File: config.mk
export PLATFORM = sky130hd
export DESIGN_NAME = battery_power_state_monitor
export DESIGN_NICKNAME = d
export VERILOG_FILES = /design/src/bpsm_pkg.sv /design/src/battery_power_state_monitor.sv /design/src/bpsm_pre.sv /design/src/bpsm_rdg.sv /design/src/bpsm_fsm.sv
export SDC_FILE = /design/constraint.sdc
export NUM_CORES = 1
export LEC_CHECK = 0
export BUFFER_PORTS_ARGS = -buffer_cell sky130_fd_sc_hd__buf_2
export CAP_MARGIN = 20
export CORE_ASPECT_RATIO = 1.1
export CORE_MARGIN = 2
export CORE_UTILIZATION = 44
export DETAILED_ROUTE_END_ITERATION = 7
export PLACE_DENSITY = 0.58
export SLEW_MARGIN = 10
export SYNTH_ARGS = -nofsm -noshare
export SYNTH_HDL_FRONTEND = slang
export SYNTH_SLANG_ARGS = --single-unit
File: constraint.sdc
create_clock -name clk -period 16.4 [get_ports clk]
set_input_delay 3.28 -clock clk [delete_from_list [all_inputs] [get_ports clk]]
set_output_delay 3.28 -clock clk [all_outputs]
set_load 0.1 [all_outputs]
File: src/bpsm_pkg.sv
// Shared types, codes and reset constants for the battery power state monitor.
// No dependencies.
package bpsm_pkg;

	localparam int unsigned SAMPLES_PER_READING_DEF = 16;

	localparam int unsigned ADC_W = 12;
	localparam int unsigned MV_W  = 16;
	localparam int unsigned PCT_W = 10;
	localparam int unsigned MHZ_W = 9;
	localparam int unsigned TO_W  = 32;
	localparam int unsigned SCL_W = 24;
	localparam int unsigned CFG_W = 32;
	localparam int unsigned IDX_W = 3;

	// request kinds
	localparam logic [1:0] KIND_TICK     = 2'd0;
	localparam logic [1:0] KIND_SAMPLE   = 2'd1;
	localparam logic [1:0] KIND_ACTIVITY = 2'd2;

	// register indexes
	localparam logic [IDX_W-1:0] CFG_USB_THR  = 3'd0;
	localparam logic [IDX_W-1:0] CFG_IDLE_TO  = 3'd1;
	localparam logic [IDX_W-1:0] CFG_MV_SCALE = 3'd2;
	localparam logic [IDX_W-1:0] CFG_ACT_MHZ  = 3'd3;
	localparam logic [IDX_W-1:0] CFG_IDLE_MHZ = 3'd4;

	localparam logic [MV_W-1:0]  RST_USB_THR  = 16'd4300;
	localparam logic [TO_W-1:0]  RST_IDLE_TO  = 32'd30000;
	localparam logic [SCL_W-1:0] RST_MV_SCALE = 24'd105633;
	localparam logic [MHZ_W-1:0] RST_ACT_MHZ  = 9'd240;
	localparam logic [MHZ_W-1:0] RST_IDLE_MHZ = 9'd80;

	// below this a reading counts as external supply (no battery present)
	localparam logic [MV_W-1:0] MV_NO_BATT = 16'd100;

	typedef enum logic [1:0] {
		MODE_INIT   = 2'd0,
		MODE_USB    = 2'd1,
		MODE_ACTIVE = 2'd2,
		MODE_IDLE   = 2'd3
	} mode_t;

	typedef struct packed {
		logic [MV_W-1:0]  usb_thr;
		logic [TO_W-1:0]  idle_to;
		logic [SCL_W-1:0] mv_scale;
		logic [MHZ_W-1:0] act_mhz;
		logic [MHZ_W-1:0] idle_mhz;
	} cfg_t;

	// reading path result, values after the current request
	typedef struct packed {
		logic             done;
		logic [MV_W-1:0]  mv;
		logic             chg;
		logic [PCT_W-1:0] tenths;
		logic             ev;
	} rdg_t;

	// power state result, values after the current request
	typedef struct packed {
		mode_t            mode;
		logic [MHZ_W-1:0] mhz;
		logic             changed;
		logic             bev;
	} fsm_t;

endpackage

File: src/battery_power_state_monitor.sv
// Battery power state monitor, top level: handshake, input and result registers,
// configuration registers. Depends on bpsm_pkg, bpsm_pre, bpsm_rdg, bpsm_fsm.
//
// Usage:
//  - Input channel (in_valid/in_ready) carries one request per transfer: kind selects
//    a 1 ms tick, an ADC sample (adc_raw) or a user activity event. Kind 3 is ignored.
//  - Output channel (out_valid/out_ready) returns exactly one result per request, in
//    order: power state, voltage, charge, charging flag, CPU clock and event flags.
//  - A request passes the input register, then the result register behind out_valid.
//    Throughput is one request per cycle while out_ready holds, set by the single
//    pass through the reading multiplier and the state update.
//  - A stalled receiver holds the result register; one more request can sit in the
//    input register, after which in_ready drops until out_ready returns.
//  - Every SAMPLES_PER_READING samples form one reading (average times mv_scale_q16).
//  - Configuration (cfg_we/cfg_index/cfg_data) writes are registered; write only
//    while no request is in flight.
//  - Reset (arst_n low) restores register defaults, mode initializing, clock
//    request zero and empty sample group; both channels come up empty.
module battery_power_state_monitor import bpsm_pkg::*; #(
	parameter int unsigned SAMPLES_PER_READING = SAMPLES_PER_READING_DEF
) (
	input  logic              clk,
	input  logic              arst_n,
	// request channel
	input  logic              in_valid,
	output logic              in_ready,
	input  logic [1:0]        kind,
	input  logic [ADC_W-1:0]  adc_raw,
	// result channel
	output logic              out_valid,
	input  logic              out_ready,
	output logic [1:0]        power_state,
	output logic [MV_W-1:0]   voltage_mv,
	output logic [PCT_W-1:0]  percent_tenths,
	output logic              charging,
	output logic [MHZ_W-1:0]  cpu_mhz,
	output logic              state_changed,
	output logic              battery_event,
	output logic              reading_done,
	// configuration write port
	input  logic              cfg_we,
	input  logic [IDX_W-1:0]  cfg_index,
	input  logic [CFG_W-1:0]  cfg_data
);

	localparam int unsigned RW = $clog2(SAMPLES_PER_READING + 1);

	cfg_t              cfg_q;

	// input register
	logic              valid_s1;
	logic [1:0]        kind_s1;
	logic [ADC_W-1:0]  quo_s1;
	logic [RW-1:0]     rem_s1;

	// result register
	logic              out_valid_q;
	mode_t             ps_q;
	logic [MV_W-1:0]   mv_q;
	logic [PCT_W-1:0]  pct_q;
	logic              chg_q;
	logic [MHZ_W-1:0]  mhz_q;
	logic              chgd_q;
	logic              bev_q;
	logic              done_q;

	logic              adv;
	logic [ADC_W-1:0]  quo;
	logic [RW-1:0]     rem;
	rdg_t              rdg;
	fsm_t              fsm;

	// stage 1 moves into the result register whenever that slot is free or draining
	assign adv      = valid_s1 && (!out_valid_q || out_ready);
	assign in_ready = !valid_s1 || adv;

	// configuration registers
	always_ff @(posedge clk or negedge arst_n) begin
		if (!arst_n) begin
			cfg_q.usb_thr  <= RST_USB_THR;
			cfg_q.idle_to  <= RST_IDLE_TO;
			cfg_q.mv_scale <= RST_MV_SCALE;
			cfg_q.act_mhz  <= RST_ACT_MHZ;
			cfg_q.idle_mhz <= RST_IDLE_MHZ;
		end else if (cfg_we) begin
			unique case (cfg_index)
				CFG_USB_THR:  cfg_q.usb_thr  <= cfg_data[MV_W-1:0];
				CFG_IDLE_TO:  cfg_q.idle_to  <= cfg_data[TO_W-1:0];
				CFG_MV_SCALE: cfg_q.mv_scale <= cfg_data[SCL_W-1:0];
				CFG_ACT_MHZ:  cfg_q.act_mhz  <= cfg_data[MHZ_W-1:0];
				CFG_IDLE_MHZ: cfg_q.idle_mhz <= cfg_data[MHZ_W-1:0];
				default: begin
					// indexes past the register list are dropped
				end
			endcase
		end
	end

	// sample split by group size happens ahead of the input register
	bpsm_pre #(
		.SAMPLES_PER_READING(SAMPLES_PER_READING)
	) u_pre (
		.raw (adc_raw),
		.quo (quo),
		.rem (rem)
	);

	always_ff @(posedge clk or negedge arst_n) begin
		if (!arst_n) begin
			valid_s1 <= 1'b0;
		end else if (in_ready) begin
			valid_s1 <= in_valid;
		end
	end

	always_ff @(posedge clk) begin
		if (in_ready && in_valid) begin
			kind_s1 <= kind;
			quo_s1  <= quo;
			rem_s1  <= rem;
		end
	end

	bpsm_rdg #(
		.SAMPLES_PER_READING(SAMPLES_PER_READING)
	) u_rdg (
		.clk     (clk),
		.arst_n  (arst_n),
		.adv     (adv),
		.kind_s1 (kind_s1),
		.quo_s1  (quo_s1),
		.rem_s1  (rem_s1),
		.cfg     (cfg_q),
		.rdg     (rdg)
	);

	bpsm_fsm u_fsm (
		.clk     (clk),
		.arst_n  (arst_n),
		.adv     (adv),
		.kind_s1 (kind_s1),
		.rdg     (rdg),
		.cfg     (cfg_q),
		.fsm     (fsm)
	);

	// result register
	always_ff @(posedge clk or negedge arst_n) begin
		if (!arst_n) begin
			out_valid_q <= 1'b0;
		end else if (adv) begin
			out_valid_q <= 1'b1;
		end else if (out_ready) begin
			out_valid_q <= 1'b0;
		end
	end

	always_ff @(posedge clk) begin
		if (adv) begin
			ps_q   <= fsm.mode;
			mv_q   <= rdg.mv;
			pct_q  <= rdg.tenths;
			chg_q  <= rdg.chg;
			mhz_q  <= fsm.mhz;
			chgd_q <= fsm.changed;
			bev_q  <= fsm.bev;
			done_q <= rdg.done;
		end
	end

	assign out_valid      = out_valid_q;
	assign power_state    = ps_q;
	assign voltage_mv     = mv_q;
	assign percent_tenths = pct_q;
	assign charging       = chg_q;
	assign cpu_mhz        = mhz_q;
	assign state_changed  = chgd_q;
	assign battery_event  = bev_q;
	assign reading_done   = done_q;

	// a battery event only comes with a completed reading
	a_bev_needs_reading: assert property (@(posedge clk) disable iff (!arst_n)
		out_valid_q && bev_q |-> done_q)
		else $error("battery event without completed reading");

	// no path leads back into initializing
	a_no_return_to_init: assert property (@(posedge clk) disable iff (!arst_n)
		out_valid_q && ps_q == MODE_INIT |-> !chgd_q)
		else $error("state change into initializing");

	// activity never leaves the block idle
	a_activity_wakes: assert property (@(posedge clk) disable iff (!arst_n)
		adv && kind_s1 == KIND_ACTIVITY |=> ps_q != MODE_IDLE)
		else $error("idle after activity request");

	// a held request in stage 1 keeps its kind
	a_s1_hold: assert property (@(posedge clk) disable iff (!arst_n)
		valid_s1 && !adv |=> valid_s1 && $stable(kind_s1))
		else $error("stage 1 request lost while stalled");

endmodule

File: src/bpsm_pre.sv
// Input-side split of one ADC sample into quotient and remainder by the group size.
// Depends on bpsm_pkg.
module bpsm_pre import bpsm_pkg::*; #(
	parameter int unsigned SAMPLES_PER_READING = SAMPLES_PER_READING_DEF
) (
	input  logic [ADC_W-1:0]                           raw,
	output logic [ADC_W-1:0]                           quo,
	output logic [$clog2(SAMPLES_PER_READING+1)-1:0]   rem
);

	localparam int unsigned S   = SAMPLES_PER_READING;
	localparam int unsigned RW  = $clog2(S + 1);
	localparam int unsigned K   = ADC_W + $clog2(S);
	localparam int unsigned M   = ((1 << K) + S - 1) / S;
	localparam int unsigned MW  = K + 1;
	localparam int unsigned PW  = ADC_W + MW;
	localparam int unsigned QSW = ADC_W + $clog2(S + 1);

	logic [PW-1:0]  prod;
	logic [QSW-1:0] qs;
	logic [QSW-1:0] rfull;

	// reciprocal multiply, exact for all 12-bit inputs (constant coefficient)
	always_comb begin
		prod  = PW'(raw) * PW'(M);
		quo   = prod[K +: ADC_W];
		qs    = QSW'(quo) * QSW'(S);
		rfull = QSW'(raw) - qs;
		rem   = rfull[RW-1:0];
	end

endmodule

File: src/bpsm_rdg.sv
// Sample accumulation, voltage scaling, charging flag and charge curve.
// Depends on bpsm_pkg.
module bpsm_rdg import bpsm_pkg::*; #(
	parameter int unsigned SAMPLES_PER_READING = SAMPLES_PER_READING_DEF
) (
	input  logic                                     clk,
	input  logic                                     arst_n,
	input  logic                                     adv,
	input  logic [1:0]                               kind_s1,
	input  logic [ADC_W-1:0]                         quo_s1,
	input  logic [$clog2(SAMPLES_PER_READING+1)-1:0] rem_s1,
	input  cfg_t                                     cfg,
	output rdg_t                                     rdg
);

	localparam int unsigned S  = SAMPLES_PER_READING;
	localparam int unsigned RW = $clog2(S + 1);
	localparam int unsigned CW = $clog2(S + 1);
	localparam int unsigned PW = ADC_W + SCL_W;

	localparam logic [MV_W-1:0] V_4200 = 16'd4200;
	localparam logic [MV_W-1:0] V_3800 = 16'd3800;
	localparam logic [MV_W-1:0] V_3700 = 16'd3700;
	localparam logic [MV_W-1:0] V_3500 = 16'd3500;
	localparam logic [MV_W-1:0] V_3300 = 16'd3300;
	localparam logic [MV_W-1:0] V_3000 = 16'd3000;
	localparam logic [MV_W-1:0] EV_MV  = 16'd50;

	// piecewise LiPo curve, mV to tenths of a percent
	function automatic logic [PCT_W-1:0] curve(input logic [MV_W-1:0] v);
		logic [MV_W-1:0] t;
		logic [19:0]     p;
		t = '0;
		p = '0;
		if (v >= V_4200) begin
			t = 16'd1000;
		end else if (v >= V_3800) begin
			t = v - 16'd3200;                 // both upper segments are slope one
		end else if (v >= V_3700) begin
			t = (v << 1) - 16'd7000;
		end else if (v >= V_3500) begin
			t = v - 16'd3300;
		end else if (v >= V_3300) begin
			t = 16'd100 + ((v - V_3300) >> 1);
		end else if (v >= V_3000) begin
			// divide by three: x * 683 >> 11 is exact for x below 300
			p = 20'(v - V_3000) * 20'd683;
			t = 16'(p >> 11);
		end
		return t[PCT_W-1:0];
	endfunction

	logic [ADC_W-1:0]  qacc_q;
	logic [RW-1:0]     racc_q;
	logic [CW-1:0]     cnt_q;
	logic [MV_W-1:0]   mv_q;
	logic              chg_q;
	logic [PCT_W-1:0]  pct_q;

	logic              is_smp;
	logic [RW:0]       rsum;
	logic              carry;
	logic [RW-1:0]     rnew;
	logic [ADC_W-1:0]  avg;
	logic [CW-1:0]     cnt_nxt;
	logic              done;
	logic [PW-1:0]     prod;
	logic [MV_W-1:0]   mv_new;
	logic              chg_new;
	logic [MV_W-1:0]   diff;

	always_comb begin
		is_smp  = (kind_s1 == KIND_SAMPLE);
		rsum    = (RW+1)'(racc_q) + (RW+1)'(rem_s1);
		carry   = (rsum >= (RW+1)'(S));
		rnew    = carry ? RW'(rsum - (RW+1)'(S)) : rsum[RW-1:0];
		avg     = qacc_q + quo_s1 + ADC_W'(carry);
		cnt_nxt = cnt_q + CW'(1);
		done    = is_smp && (cnt_nxt == CW'(S));
		prod    = PW'(avg) * PW'(cfg.mv_scale);
		mv_new  = (|prod[PW-1:32]) ? '1 : prod[31:16];
		chg_new = (mv_new > cfg.usb_thr);
		diff    = (mv_q > mv_new) ? (mv_q - mv_new) : (mv_new - mv_q);

		rdg.done   = done;
		rdg.mv     = done ? mv_new : mv_q;
		rdg.chg    = done ? chg_new : chg_q;
		rdg.tenths = done ? curve(mv_new) : pct_q;
		rdg.ev     = done && ((diff > EV_MV) || (chg_new != chg_q));
	end

	always_ff @(posedge clk or negedge arst_n) begin
		if (!arst_n) begin
			qacc_q <= '0;
			racc_q <= '0;
			cnt_q  <= '0;
			mv_q   <= '0;
			chg_q  <= 1'b0;
			pct_q  <= '0;
		end else if (adv && is_smp) begin
			if (done) begin
				qacc_q <= '0;
				racc_q <= '0;
				cnt_q  <= '0;
				mv_q   <= mv_new;
				chg_q  <= chg_new;
				pct_q  <= curve(mv_new);
			end else begin
				qacc_q <= avg;
				racc_q <= rnew;
				cnt_q  <= cnt_nxt;
			end
		end
	end

endmodule

File: src/bpsm_fsm.sv
// Power state machine: mode, idle timer and requested CPU clock.
// Depends on bpsm_pkg.
module bpsm_fsm import bpsm_pkg::*; (
	input  logic       clk,
	input  logic       arst_n,
	input  logic       adv,
	input  logic [1:0] kind_s1,
	input  rdg_t       rdg,
	input  cfg_t       cfg,
	output fsm_t       fsm
);

	mode_t             mode_q;
	logic [TO_W-1:0]   idle_q;
	logic [MHZ_W-1:0]  mhz_q;

	mode_t             mode_n;
	logic [TO_W-1:0]   idle_n;
	logic [MHZ_W-1:0]  mhz_n;
	logic              usb_like;
	logic              counts;

	always_comb begin
		mode_n   = mode_q;
		idle_n   = idle_q;
		mhz_n    = mhz_q;
		usb_like = (rdg.mv > cfg.usb_thr) || (rdg.mv < MV_NO_BATT);
		counts   = 1'b0;
		fsm.bev  = 1'b0;

		unique case (kind_s1)
			KIND_TICK: begin
				counts = 1'b1;
				if (idle_q != '1) begin
					idle_n = idle_q + TO_W'(1);
				end
			end
			KIND_SAMPLE: begin
				counts = 1'b1;
				if (rdg.done) begin
					if (mode_q == MODE_INIT) begin
						mhz_n  = cfg.act_mhz;
						idle_n = '0;
						mode_n = usb_like ? MODE_USB : MODE_ACTIVE;
					end else begin
						fsm.bev = rdg.ev;
						if (usb_like && mode_q != MODE_USB) begin
							mode_n = MODE_USB;
							mhz_n  = cfg.act_mhz;
						end else if (!usb_like && mode_q == MODE_USB) begin
							mode_n = MODE_ACTIVE;
							idle_n = '0;
						end
					end
				end
			end
			KIND_ACTIVITY: begin
				idle_n = '0;
				if (mode_q == MODE_IDLE) begin
					mode_n = MODE_ACTIVE;
					mhz_n  = cfg.act_mhz;
				end
			end
			default: begin
				// unused kind: no change
			end
		endcase

		// timeout check runs after any reading update
		if (counts && mode_n == MODE_ACTIVE && idle_n >= cfg.idle_to) begin
			mode_n = MODE_IDLE;
			mhz_n  = cfg.idle_mhz;
		end

		fsm.mode    = mode_n;
		fsm.mhz     = mhz_n;
		fsm.changed = (mode_n != mode_q);
	end

	always_ff @(posedge clk or negedge arst_n) begin
		if (!arst_n) begin
			mode_q <= MODE_INIT;
			idle_q <= '0;
			mhz_q  <= '0;
		end else if (adv) begin
			mode_q <= mode_n;
			idle_q <= idle_n;
			mhz_q  <= mhz_n;
		end
	end

endmodule

# Word-level counts from Yosys, hierarchy flattened
# Cells that the tools add are included.
# totals
reg_bits	240
latch_bits	0
mem_bits_rw	0
romBits	0
in_bits	54
output_inout_bits	43
wordCells	138
memories	0
# classes
addsub	14
n_mul	2
div_mod_pow	0
n_lt_le_gt_ge	13
n_eq_ne	14
n_shift	0
n_mux	38
n_bitwise	2
n_reduce_logical	28
# op_table
cell	n
$mux W32	5
$pmux W32 S3	1
$ge A16 B12 Y1 const B	5
$mux W10	6
$mux W9	6
$gt A16 B16 Y1	3
$mux W16	3
$mul A12 B24 Y36	1
$add A32 B1 Y32 const B	1
$ge A32 B32 Y1	1
$ne A32 B32 Y1 const B	1
$sub A16 B16 Y16	2
$mul A20 B10 Y20 const B	1
$pmux W9 S2	1
$sub A16 B12 Y17 const B	1
$ge A16 B13 Y1 const B	1
$gt A16 B6 Y1 const B	1
$lt A16 B7 Y1 const B	1
$mux W5	3
$mux W2	7
$add A12 B1 Y12	1
$add A12 B8 Y12	1
$mux W12	1
$sub A11 B11 Y11 const B	1
other kinds (30)	56

# Logic depth before layout (Yosys ltp)
# logic_depth
depth_word	21
depth_mapped	73
ltp_nobuf	67

# Hierarchy
# A second synthesis with hierarchy kept.
# unflattened
hier_cells	3090
hier_area_um2	28473.6
# modules_own_cells
mod	instances	cells_each	area_per_inst_um2	seq_area_each_um2
bpsm_rdg	1	2163	18195.0	1226.2
battery_power_state_monitor	1	262	5333.9	4136.5
bpsm_fsm	1	647	4813.4	1076.0
bpsm_pre	1	18	131.4	0.0

# Worst setup path before layout
# No wires, ideal clock.
# synth_path
path_type	register -> register
startpoint	register u_rdg.racc_q[0]
endpoint	register pct_q[8] (netlist: percent_tenths[8]) (data pin)
setup_ns	0.169
arrival_ns	14.647
required_ns	16.231
setup_slack_ns	1.584
path_stages_with_launch	68
n_path_buf	4
cell_sequence	dfrtp_1 > ha_1 > inv_1 > fa_1 > nor2b_1 > o21ai_0 > nand2b_1 > a21oi_1 > fa_1 > nor2b_1 > o21ai_0 > a21boi_0 > o21ai_0 > a21boi_0 > o21ai_0 > nand2b_1 > and2_0 > o21ai_0 > [... 32 more ...] > ha_1 > ha_1 > inv_1 > fa_1 > inv_1 > fa_1 > inv_1 > fa_1 > inv_1 > ha_1 > and3_1 > a221o_1 > nor3_1 > o21bai_1 > a21oi_1 > xnor2_1 > o211a_1 > o31ai_1
# synth_lines
item	line	rtl
start, declared	bpsm_rdg.sv:54	logic [RW-1:0] racc_q;
start signal, assigned	bpsm_rdg.sv:110	racc_q <= rnew;
end signal, assigned	battery_power_state_monitor.sv:162	pct_q <= rdg.tenths;
end, declared	battery_power_state_monitor.sv:60	logic [PCT_W-1:0] pct_q;

==> results.md <==
* Hold Crit Class: flop to flop
* Avg Vias per Cell at 5.58
* Largest stage delay, worst path at 620 ps
* Outcome: completed
* Max-slew headroom at 34.0%
* Largest net degree at the start of global routing at 112
* Yosys warning count at 0
* Crit-path slowest cell: o31ai_2
* Syn avg cell area at 8.93 um2
* Via count at 22200
* Placer congestion estimate at 0.914
* Initial Utilization at 44.3%
* Die Footprint at 64700 um2
* Clock Path Buffers at 3
* Gr ovfl total at 0
* Routed Antenna Nets at 0
* Sum of negative setup slack at 0 ps
* I/O pin cnt at 97
* Final Instance Area at 30000 um2
* CTS H-Tree Depth at 1
* Setup crit start kind: flop
* First-pass detailed-route iteration total at 5
* CTS Hold Bufs at 0
* Final min period at 15630 ps
* Critical Path RT at 16720 ps
* Worst setup EP type: flop
* Count of pins over their slew limit at 0
* PortBufs at 96
* Area grow syn2layout at 8.85%
* Slew of the pin with the lowest slew margin at 989 ps
* Synth Flop Type: dfrtp_1
* Register area share after synthesis at 22.8%
* Core footprint at 62200 um2
* Mapped cell area at 27600 um2
* Clock root buffer: clkbuf_16
* Clk_skew at 26.8 ps
* Initial DRC Count at 1492
* CTS clk-pin slew, worst paths at 60 ps
* Layout cell share with drive strength beyond 1 at 11.3%
* TritonCTS clock tree: built
* FF+latch count, synth at 239
* Clock latency on the worst-skew pair at 560 ps
* Routed wire length at 80100 um
* Cells after Synth at 3087
* CP arrival at 15950 ps
* Post-synth ARST share at 77.0%
* Site Rows at 96
* Synth unique cells at 110
* Tcrit/Tclk final at 95.3%
* Layout net count at 3707
* Area after DPL at 28900 um2
* Fin. Hold Viols at 0
* Worst hold margin at 483 ps
* Crit path max fanout at 25
* Post-synth EDFFs at 55
* Initial antenna violation count at 3
* Commonest non-fill, non-tap cell in the layout: nand2_1
* Routed length per instance at 20.1 um
* Dpl hpwl at 63200 um
* Number of global-route vias before repair at 23100
* Setup CP Type: flop to flop
* Clock sink total at 239
* Cts bufs inserted at 26
* DP Cell Count at 3926
* Non-filler instance count after layout at 3985
* DRC at 0
* Global Route Usage Sum at 24.9%
* Commonest cells after routing, fill and taps aside: nand2_1 (453), inv_1 (426), fa_1 (270)
* F_max at 64.0 MHz
* ANT cells at 0
* Die height at 267 um
* Final setup violation count at 0
* Die W at 243 um
* RSZ-0062 raised after global routing: no
* Syn_nets at 3662
* Max capacitance violation total at 0
* Global-route wire length before repair at 128000 um
* CP dominant cell by count: a21o_1
[cells in the mapped netlist, types with 6 or more instances]
cell / count / area, um2
a211oi_1: 15 / 113
a21boi_0: 12 / 90.1
a21o_1: 55 / 413
a21oi_1: 103 / 515
a22o_1: 16 / 140
a311oi_1: 6 / 52.6
a31oi_1: 21 / 131
and2_1: 95 / 594
and3_1: 14 / 87.6
buf_2: 23 / 115
clkbuf_1: 101 / 379
dfrtp_1: 158 / 3950
dfstp_2: 26 / 683
edfxtp_1: 55 / 1650
fa_1: 270 / 5410
ha_1: 251 / 3140
inv_1: 427 / 1600
mux2_2: 66 / 743
mux2i_1: 26 / 260
nand2_1: 454 / 1700
nand2b_1: 66 / 413
nand3_1: 55 / 275
nand4_1: 38 / 238
nor2_1: 136 / 510
nor2b_1: 23 / 144
nor3_1: 45 / 225
nor4_1: 15 / 93.8
o2111a_1: 9 / 101
o211ai_1: 12 / 90.1
o21a_1: 14 / 105
o21ai_0: 181 / 906
o21ai_1: 10 / 50.1
o21bai_1: 7 / 52.6
o22a_1: 26 / 228
o22ai_1: 15 / 93.8
o31ai_1: 20 / 150
or3_1: 17 / 106
xnor2_1: 46 / 403
xor2_1: 28 / 245
[metal layers]
| metal | GRT usage, % | part of all wire, % | up-vias |
|---|---|---|---|
| li1 | - | - | 10400 |
| met2 | 44.6 | 50 | 583 |
| met5 | 0 | 0.030 | - |
| met4 | 6.93 | 2.7 | 4 |
| met1 | 31.8 | 42 | 11100 |
| met3 | 2.75 | 4.8 | 120 |
[what timing repair did]
action                                  CTS  global route
resized for setup                         0            27
setup buffers                             0             9
endpoints found under the setup margin    0            38
[final cells by class]
type	instances	area, um2
Sequential cell	239	6290
Timing Repair Buffer	149	915
Clock inverter	14	164
Fill cell	6076	32200
Clock buffer	34	711
Multi-Input combinational cell	2288	19300
Inverter	428	1610
Tap cell	833	1040
[logic make-up after synthesis]
family / Yosys count / synth area share (%)
flops: 239 / 22.8
mux: 92 / 3.64
fa+ha+maj: 521 / 31.0
simple gates: 999 / 17.4
xor+xnor: 76 / 2.47
compound gates: 599 / 14.8
buf+inv: 561 / 7.88
[through the flow]
| stage | util [%] | setup slack, ps |
|---|---|---|
| after global placement | 46.5 | 288 |
| after detailed placement | 46.5 | 282 |
| after global routing | 48.2 | 8.58 |
| after CTS | 47.9 | 220 |
| after floorplan | - | 1580 |
| final | 48.2 | 773 |
[sequential cells by signal, indices dropped and copies added (netlist names), 4 cells and up]
register	cells
cfg_q	90
cpu_mhz	9
percent_tenths	10
quo_s1	8
rem_s1	4
u_fsm.idle_q	32
u_fsm.mhz_q	9
u_rdg.cnt_q	5
u_rdg.mv_q	16
u_rdg.pct_q	10
u_rdg.qacc_q	12
u_rdg.racc_q	5
voltage_mv	16
[worst paths after layout]
check / startpoint / endpoint / slack [ps] / cells past startpoint
min reg2reg: u_rdg.pct_q[8] / u_rdg.pct_q[8] / 480 / 2
max reg2reg: u_rdg.racc_q[0] / cpu_mhz[4] / 770 / 66
max: u_rdg.racc_q[0] / cpu_mhz[4] / 770 / 66
min: u_rdg.pct_q[8] / u_rdg.pct_q[8] / 480 / 2
max in group asynchronous: arst_n / cfg_q[63] / 11920 / 2
min in group asynchronous: arst_n / u_fsm.mhz_q[5] / 2790 / 1
[critical path: cells and delay by family (launching register included)]
kind | cells | cell delay, ps
buffers and inverters | 6 | 740
adder cells (fa/ha/maj) | 12 | 5020
AND/OR/NAND/NOR | 16 | 2410
AO/OA/AOI/OAI | 31 | 6660
XOR/XNOR | 1 | 170
flip-flops | 1 | 350
Power is not shown: default switching activity piles up to over one toggle a cycle in this logic, so the estimate is an artifact.
